`config.mk`:
```
export PLATFORM = sky130hd
export DESIGN_NAME = dictionary_article_deframer
export DESIGN_NICKNAME = d
export VERILOG_FILES = /design/src/rtl/dad_pkg.sv /design/src/rtl/dictionary_article_deframer.sv
export VERILOG_INCLUDE_DIRS = /design/src /design/src/rtl
export SDC_FILE = /design/constraint.sdc
export NUM_CORES = 1
export LEC_CHECK = 0
export BUFFER_PORTS_ARGS = -buffer_cell sky130_fd_sc_hd__buf_2
export CAP_MARGIN = 20
export CORE_ASPECT_RATIO = 0.5
export CORE_MARGIN = 1
export CORE_UTILIZATION = 63
export CTS_BUF_LIST = sky130_fd_sc_hd__clkbuf_4 sky130_fd_sc_hd__clkbuf_8
export DETAILED_ROUTE_END_ITERATION = 8
export PLACE_DENSITY = 0.84
export SETUP_SLACK_MARGIN = 0.1
export SLEW_MARGIN = 25
export SYNTH_ARGS = -nofsm -noshare
export SYNTH_HDL_FRONTEND = slang
export SYNTH_SLANG_ARGS = --single-unit
```
`constraint.sdc`:
```
create_clock -name clk -period 8.3 [get_ports clk]
set_input_delay 2.49 -clock clk [delete_from_list [all_inputs] [get_ports clk]]
set_output_delay 2.49 -clock clk [all_outputs]
set_load 0.005 [all_outputs]
```
`src/rtl/assert_macros.svh`:
```
// Assertion helpers for the RTL files; the deframer includes them.
`ifndef ASSERT_MACROS_SVH
`define ASSERT_MACROS_SVH

// Antecedent implies consequent in the same cycle.
`define ASSERT_IMPLIES(label, clock, reset, ante, cons) \
  label: assert property (@(posedge clock) disable iff (reset) (ante) |-> (cons)) \
    else $error("assertion failed");

// Antecedent implies consequent in the next cycle.
`define ASSERT_NEXT(label, clock, reset, ante, cons) \
  label: assert property (@(posedge clock) disable iff (reset) (ante) |=> (cons)) \
    else $error("assertion failed");

`endif

```
`src/rtl/dad_pkg.sv`:
```
`timescale 1ns / 1ps
`default_nettype none
package dad_pkg;

  localparam int MAX_SEQ_LETTERS = 8;

  localparam logic [2:0] PH_START   = 3'd0;
  localparam logic [2:0] PH_LENGTH  = 3'd1;
  localparam logic [2:0] PH_ZTEXT   = 3'd2;
  localparam logic [2:0] PH_COUNTED = 3'd3;
  localparam logic [2:0] PH_TAIL    = 3'd4;

  localparam logic [1:0] ST_OK        = 2'd0;
  localparam logic [1:0] ST_MALFORMED = 2'd1;
  localparam logic [1:0] ST_NOLETTER  = 2'd2;
  localparam logic [1:0] ST_SHORT     = 2'd3;

  localparam logic [3:0] ADDR_COUNT   = 4'h0;
  localparam logic [3:0] ADDR_LETTERS = 4'h8;

  typedef struct packed {
    logic [7:0] data_byte;
    logic       article_last;
  } byte_t;

  typedef struct packed {
    logic       has_payload;
    logic [7:0] payload_byte;
    logic [7:0] entry_kind;
    logic [7:0] entry_number;
    logic       entry_done;
    logic [1:0] status;
    logic       article_done;
  } result_t;

  function automatic logic is_lower(input logic [7:0] c);
    return (c >= 8'h61) && (c <= 8'h7A);
  endfunction

  function automatic logic is_upper(input logic [7:0] c);
    return (c >= 8'h41) && (c <= 8'h5A);
  endfunction

  function automatic logic [7:0] letter_at(input logic [63:0] letters,
                                           input logic [3:0] pos);
    return letters[pos[2:0]*8 +: 8];
  endfunction

endpackage
`default_nettype wire

```
`src/rtl/dictionary_article_deframer.sv`:
```
`timescale 1ns / 1ps
// A byte is held in the input register and moves into the result register once that
// register is free; a result that waits to be taken holds it in the input register.
// Throughput: one byte per cycle while the result register is not stalled; the input register
// and the result register each hold one item, so one byte is taken while a finished result waits.
// The parse step (one 32-bit shift/decrement and compare) sits between those registers.
// Reset (rst, synchronous): parser at entry start, counters zero, both registers empty,
// configuration registers zero.
`default_nettype none
`include "assert_macros.svh"
module dictionary_article_deframer
  import dad_pkg::*;
(
  input  wire logic        clk,
  input  wire logic        rst,
  input  wire logic        byte_valid,
  output logic             byte_ready,
  input  wire byte_t       byte_item,
  output logic             result_valid,
  input  wire logic        result_ready,
  output result_t          result_item,
  input  wire logic        psel,
  input  wire logic        penable,
  input  wire logic        pwrite,
  input  wire logic [3:0]  paddr,
  input  wire logic [63:0] pwdata,
  output logic [63:0]      prdata,
  output logic             pready
);

  localparam logic [3:0] MAX_CNT = 4'(MAX_SEQ_LETTERS);

  logic [3:0]  sequence_count;
  logic [63:0] sequence_letters;

  logic        s1_valid;
  byte_t       s1_item;
  logic        advance;

  logic [2:0]  parse_phase, parse_phase_next;
  logic [3:0]  sequence_position, sequence_position_next;
  logic [7:0]  current_kind, current_kind_next;
  logic [31:0] bytes_remaining, bytes_remaining_next;
  logic [1:0]  length_byte_count, length_byte_count_next;
  logic        skip_to_article_end, skip_to_article_end_next;
  logic [7:0]  entry_counter, entry_counter_next;
  result_t     res;

  logic [3:0]  cnt;
  logic [3:0]  pos_fin;
  logic [1:0]  end_st;
  logic [7:0]  b;
  logic        last;
  logic [7:0]  seq_letter;
  logic [31:0] shifted_len;
  logic [31:0] dec_len;

  // Configuration port
  assign pready = 1'b1;
  always_ff @(posedge clk) begin
    if (rst) begin
      sequence_count   <= '0;
      sequence_letters <= '0;
    end else if (psel && penable && pwrite) begin
      if (paddr[3]) begin
        sequence_letters <= pwdata;
      end else begin
        sequence_count <= pwdata[3:0];
      end
    end
  end

  always_comb begin
    prdata = (paddr == ADDR_LETTERS) ? sequence_letters :
             (paddr == ADDR_COUNT) ? {60'd0, sequence_count} : 64'd0;
  end

  // Handshake: the parse step fires when the input register moves into the result register.
  assign advance    = s1_valid && (!result_valid || result_ready);
  assign byte_ready = !s1_valid || advance;

  always_ff @(posedge clk) begin
    if (rst) begin
      s1_valid <= 1'b0;
    end else if (byte_ready) begin
      s1_valid <= byte_valid;
    end
  end

  always_ff @(posedge clk) begin
    if (byte_valid && byte_ready) begin
      s1_item <= byte_item;
    end
  end

  // Parse step
  assign cnt         = (sequence_count > MAX_CNT) ? MAX_CNT : sequence_count;
  assign b           = s1_item.data_byte;
  assign last        = s1_item.article_last;
  assign seq_letter  = letter_at(sequence_letters, sequence_position);
  assign shifted_len = {bytes_remaining[23:0], b};
  assign dec_len     = (bytes_remaining != 32'd0) ? bytes_remaining - 32'd1 : 32'd0;
  assign pos_fin     = ((cnt != 4'd0) && (sequence_position < 4'd15)) ?
                       sequence_position + 4'd1 : sequence_position;

  // Status for an article that ends right after a completed entry.
  always_comb begin
    if ((cnt == 4'd0) || (pos_fin >= cnt)) begin
      end_st = ST_OK;
    end else if (pos_fin < cnt - 4'd1) begin
      end_st = ST_SHORT;
    end else if (is_lower(letter_at(sequence_letters, pos_fin)) ||
                 is_upper(letter_at(sequence_letters, pos_fin))) begin
      end_st = ST_OK;
    end else begin
      end_st = ST_NOLETTER;
    end
  end

  always_comb begin
    logic fin;
    fin                      = 1'b0;
    parse_phase_next         = parse_phase;
    sequence_position_next   = sequence_position;
    current_kind_next        = current_kind;
    bytes_remaining_next     = bytes_remaining;
    length_byte_count_next   = length_byte_count;
    skip_to_article_end_next = skip_to_article_end;
    entry_counter_next       = entry_counter;
    res.has_payload          = 1'b0;
    res.payload_byte         = 8'd0;
    res.entry_kind           = current_kind;
    res.entry_number         = entry_counter;
    res.entry_done           = 1'b0;
    res.status               = ST_OK;
    res.article_done         = last;

    if (skip_to_article_end) begin
      res.entry_kind   = 8'd0;
      res.entry_number = 8'd0;
    end else begin
      unique case (parse_phase)
        PH_START: begin
          if (cnt == 4'd0) begin
            res.entry_kind    = b;
            current_kind_next = b;
            if (is_lower(b)) begin
              parse_phase_next = PH_ZTEXT;
              if (last) res.status = ST_MALFORMED;
            end else if (is_upper(b)) begin
              parse_phase_next       = PH_LENGTH;
              length_byte_count_next = 2'd0;
              bytes_remaining_next   = 32'd0;
              if (last) res.status = ST_MALFORMED;
            end else begin
              res.status = ST_NOLETTER;
            end
          end else if (sequence_position >= cnt) begin
            res.entry_kind = 8'd0;
            res.status     = ST_MALFORMED;
          end else begin
            res.entry_kind    = seq_letter;
            current_kind_next = seq_letter;
            if (!is_lower(seq_letter) && !is_upper(seq_letter)) begin
              res.status = ST_NOLETTER;
            end else if (sequence_position == cnt - 4'd1) begin
              // The final letter's entry runs to the end of the article.
              res.has_payload  = 1'b1;
              res.payload_byte = b;
              parse_phase_next = PH_TAIL;
              if (last) begin
                res.entry_done = 1'b1;
                fin            = 1'b1;
              end
            end else if (is_lower(seq_letter)) begin
              if (b == 8'd0) begin
                res.entry_done = 1'b1;
                fin            = 1'b1;
                if (last) res.status = end_st;
              end else begin
                res.has_payload  = 1'b1;
                res.payload_byte = b;
                parse_phase_next = PH_ZTEXT;
                if (last) res.status = ST_MALFORMED;
              end
            end else begin
              bytes_remaining_next   = {24'd0, b};
              length_byte_count_next = 2'd1;
              parse_phase_next       = PH_LENGTH;
              if (last) res.status = ST_MALFORMED;
            end
          end
        end
        PH_LENGTH: begin
          bytes_remaining_next = shifted_len;
          if (length_byte_count == 2'd3) begin
            length_byte_count_next = 2'd0;
            if (shifted_len == 32'd0) begin
              res.entry_done = 1'b1;
              fin            = 1'b1;
              if (last) res.status = end_st;
            end else begin
              parse_phase_next = PH_COUNTED;
              if (last) res.status = ST_MALFORMED;
            end
          end else begin
            length_byte_count_next = length_byte_count + 2'd1;
            if (last) res.status = ST_MALFORMED;
          end
        end
        PH_ZTEXT: begin
          if (b == 8'd0) begin
            res.entry_done = 1'b1;
            fin            = 1'b1;
            if (last) res.status = end_st;
          end else begin
            res.has_payload  = 1'b1;
            res.payload_byte = b;
            if (last) res.status = ST_MALFORMED;
          end
        end
        PH_COUNTED: begin
          res.has_payload      = 1'b1;
          res.payload_byte     = b;
          bytes_remaining_next = dec_len;
          if (dec_len == 32'd0) begin
            res.entry_done = 1'b1;
            fin            = 1'b1;
            if (last) res.status = end_st;
          end else if (last) begin
            res.status = ST_MALFORMED;
          end
        end
        PH_TAIL: begin
          res.has_payload  = 1'b1;
          res.payload_byte = b;
          if (last) begin
            res.entry_done = 1'b1;
            fin            = 1'b1;
          end
        end
        default: begin
          parse_phase_next = PH_START;
          res.status       = ST_MALFORMED;
        end
      endcase

      if (fin) begin
        if (entry_counter != 8'hFF) entry_counter_next = entry_counter + 8'd1;
        sequence_position_next = pos_fin;
        parse_phase_next       = PH_START;
      end
      if (res.status != ST_OK) skip_to_article_end_next = 1'b1;
    end

    // Every article boundary returns the parser to its reset state.
    if (last) begin
      parse_phase_next         = PH_START;
      sequence_position_next   = 4'd0;
      current_kind_next        = 8'd0;
      bytes_remaining_next     = 32'd0;
      length_byte_count_next   = 2'd0;
      skip_to_article_end_next = 1'b0;
      entry_counter_next       = 8'd0;
    end
  end

  always_ff @(posedge clk) begin
    if (rst) begin
      parse_phase         <= PH_START;
      sequence_position   <= '0;
      current_kind        <= '0;
      bytes_remaining     <= '0;
      length_byte_count   <= '0;
      skip_to_article_end <= 1'b0;
      entry_counter       <= '0;
    end else if (advance) begin
      parse_phase         <= parse_phase_next;
      sequence_position   <= sequence_position_next;
      current_kind        <= current_kind_next;
      bytes_remaining     <= bytes_remaining_next;
      length_byte_count   <= length_byte_count_next;
      skip_to_article_end <= skip_to_article_end_next;
      entry_counter       <= entry_counter_next;
    end
  end

  // Result register
  always_ff @(posedge clk) begin
    if (rst) begin
      result_valid <= 1'b0;
    end else if (advance) begin
      result_valid <= 1'b1;
    end else if (result_ready) begin
      result_valid <= 1'b0;
    end
  end

  always_ff @(posedge clk) begin
    if (advance) begin
      result_item <= res;
    end
  end

  // Errors only arise at an entry start or on the last byte, so skipping implies entry start.
  `ASSERT_IMPLIES(a_skip_at_start, clk, rst, skip_to_article_end, parse_phase == PH_START)
  `ASSERT_IMPLIES(a_lencount_phase, clk, rst, length_byte_count != 2'd0,
                  parse_phase == PH_LENGTH)
  `ASSERT_NEXT(a_article_clear, clk, rst, advance && s1_item.article_last,
               entry_counter == 8'd0 && !skip_to_article_end && parse_phase == PH_START)
  `ASSERT_NEXT(a_skip_result, clk, rst, advance && skip_to_article_end,
               result_item.entry_kind == 8'd0 && !result_item.has_payload)

endmodule
`default_nettype wire

```
==> flow_summary_export.csv <==
group,metric,value,unit
place,post-place-cells,1604,
clocking,cts_tree,"yes",
synth,ys.flop_type,"dfxtp_1",
floorplan,initial_core_util,0.654,
route,dr.pass1.iters,6,
cells_and_area,fin_cells,1637,
setup_path,critPathKind,"primary input to output pin",
synth,synth_top_family_by_area,"simple AND/OR/NAND/NOR gates",
synth,yosys.area_share.xor_xnor,0.0219,
synth,synth_area_leaders,"dfxtp_1 25%, edfxtp_1 11%, nand2_1 8.9%, a21oi_1 5.4%, and2_1 4.3%",
global_route,grt_pass1_wl,47800,um
clocking,clk_path_buf_depth,2,
clocking,cts_root_buf,"clkbuf_8",
setup_path,cp-end-kind,"output pin",
clocking,cts.reportedPaths.clkPinSlew,0.09,ns
global_route,grt_usage,0.360,
floorplan,rows,32,
clocking,cts_buffers,17,
synth,post-synth-top-area-fraction,0.250,
setup_path,cp.arrival,4.31,ns
sta,relSlewSlack,0.324,
route,ant_nets,0,
floorplan,io-pin-count,180,
global_route,grt_overflow,0,
route,wire_per_inst,18.7,um
synth,synth-edff-count,38,
sta,tns,0,ns
setup_path,cp_max_fo,40,
global_route,grt_pass1_vias,9198,
clocking,clock-sinks,166,
sta,grt_setup_unrepaired,"false",
route,drc,0,
setup_path,crit_path_start_kind,"primary input",
cells_and_area,drive_gt1_frac,0.198,
synth,synthMuxAreaShare,0.0713,
synth,yosysTopAreaCell,"dfxtp_1",
sta,fin_skew,0.0165,ns
setup_path,worstPathRequired,5.81,ns
floorplan,dieArea,16800,um2
synth,yosysUniqueCellTypes,94,
clocking,clk_latency,0.48,ns
synth,synthCells,1276,
synth,avgSynthCellArea,8.02,um2
place,io_buffer_count,178,
clocking,ctsResizeCount,0,
floorplan,die_w,182,um
synth,synth-compound-area-share,0.188,
clocking,cts.htree.levels,4,
sta,setup_viol,0,
job,drv_cap,0,
power,worst_ir_drop_vdd,0.000104,V
global_route,grt_max_degree,96,
power,power_leakage,4.57,nW
place,place.gp.congestion,1.01,
sta,hold_violations,0,
place,place_hpwl,21200,um
route,vias_per_cell,6.34,
route,drt_iter0_drc,1065,
min_path,worstHoldPathType,"flop to flop",
sta,layout_min_cycle_time,6.80,ns
sta,slew_violations,0,
clocking,postCtsHoldBufs,0,
clocking,post_cts_buffers,0,
sta,tightest_slew,1.01,ns
synth,ys_async_sr_fraction,0,
sta,hold_slack,0.482,ns
synth,yosysSeqAreaShare,0.362,
route,postRouteWirelength,30600,um
global_route,antenna_found_initial,1,
run_status,status,"complete, no violations",
floorplan,coreArea,15700,um2
synth,synth-adder-area-share,0.0208,
power,power.density,141,nW/um2
synth,syn_area,10200,um2
floorplan,die_h,92.1,um
sta,period_share,0.820,
sta,max_freq,0.147,GHz
synth,ys_ff_latch,166,
synth,syn-num-nets,1377,
cells_and_area,syn2layout_area_growth,13.0,%
cells_and_area,layout.nets,1504,
synth,synth_warnings,0,
route,vias,10400,
synth,synthSimpleGateAreaFrac,0.289,
cells_and_area,insertedDiodeCount,0,
cells in the final DEF, fill, tap and decap left out, types with 7 or more instances in the layout:
cell type	instances
o21a_1	7
o2111ai_1	8
o21ai_0	66
nand2b_1	17
edfxtp_1	38
buf_4	13
xnor2_1	15
clkbuf_8	18
nor3_1	31
nor2b_1	19
nand4_1	8
a2111oi_0	8
buf_2	178
and2_1	70
nor2_1	95
inv_1	30
or4_1	9
nand3_1	43
o31ai_1	10
mux2i_1	29
dfxtp_1	128
a21oi_1	111
nor4_1	13
xor2_1	8
ha_1	17
mux4_2	18
nand2_1	243
path summary, 6_finish.rpt:
kind	startpoint	depth (start not counted)	slack, ns	to
max	paddr[1]	6	1.50	prdata[24]
min	sequence_letters[13]	2	0.48	sequence_letters[13]
max reg2reg	sequence_count[3]	18	3.17	result_item[1]
min reg2reg	sequence_letters[13]	2	0.48	sequence_letters[13]
worst max-delay path, cell delays in order:
cell,delay [ns]
buf_2,0.09
or3_1,0.53
nor2_2,0.49
buf_4,0.39
and2_1,0.19
buf_2,0.11
layout make-up:
cell class | count | area [um2]
clock inverters | 14 | 124
flip-flops and latches | 166 | 3700
fillers | 1216 | 4090
multi-input cells | 994 | 6080
clock buffers | 18 | 248
repair buffers | 192 | 1020
well taps | 221 | 277
inverters | 32 | 120
synth_stat cells, drive strengths merged, types with 6 or more instances:
cell     count
ha          17
buf         19
mux4        18
or2          6
a22oi        6
a211oi       7
nand2b      17
nand4        9
xnor2       15
nand3       43
inv         31
nor4        17
or4         11
nor2b       20
nor3        35
o21a         7
dfxtp      128
o21ai       67
a2111oi      8
nor2        98
o2111ai      8
edfxtp      38
mux2i       29
and2        70
xor2         8
nand2      243
a21o         6
a21oi      111
or3          7
nor3b        6
o31ai       10
clkbuf      65
report_power, final:
| part | switching, mW | total, mW | leakage [nW] | internal, mW |
|---|---|---|---|---|
| logic | 0.109 | 0.178 | 2.98 | 0.0685 |
| clock network | 0.332 | 0.580 | 0.190 | 0.248 |
| registers | 0.0234 | 0.870 | 1.40 | 0.847 |
sequential cells by signal, summed over array words and instances, names as in the netlist, 2 cells and up:
register / cells
sequence_letters: 64
entry_counter: 8
bytes_remaining: 32
current_kind: 8
sequence_position: 4
parse_phase: 3
b: 8
length_byte_count: 2
sequence_count: 4
result_item: 29
per-layer routing:
| layer | vias to the layer above | global-route usage | part of all wire |
|---|---|---|---|
| met5 | - | 0 | 0.00043 |
| met4 | 2 | 0.119 | 0.026 |
| met3 | 85 | 0.0814 | 0.098 |
| met2 | 605 | 0.569 | 0.45 |
| met1 | 4878 | 0.488 | 0.42 |
| li1 | 4807 | - | - |
stage by stage:
step                power [mW]  setup slack, ns  instance area [um2]   util
finish                    1.63             1.50                11600  0.739
global route              1.68             1.36                11600  0.739
CTS                       1.62             1.53                11500  0.737
detailed placement        1.06             1.54                11200  0.713
global placement          1.06             1.66                11200  0.713
floorplan                0.994             2.09                10200      -
cells by family after synthesis:
kind of cell    after synthesis
xor+xnor                     24
mux                          50
other cells                   1
fa+ha+maj                    17
compound gates              299
buf+inv                     116
simple gates                603
flops                       166
(Power assumes the default switching activity.)
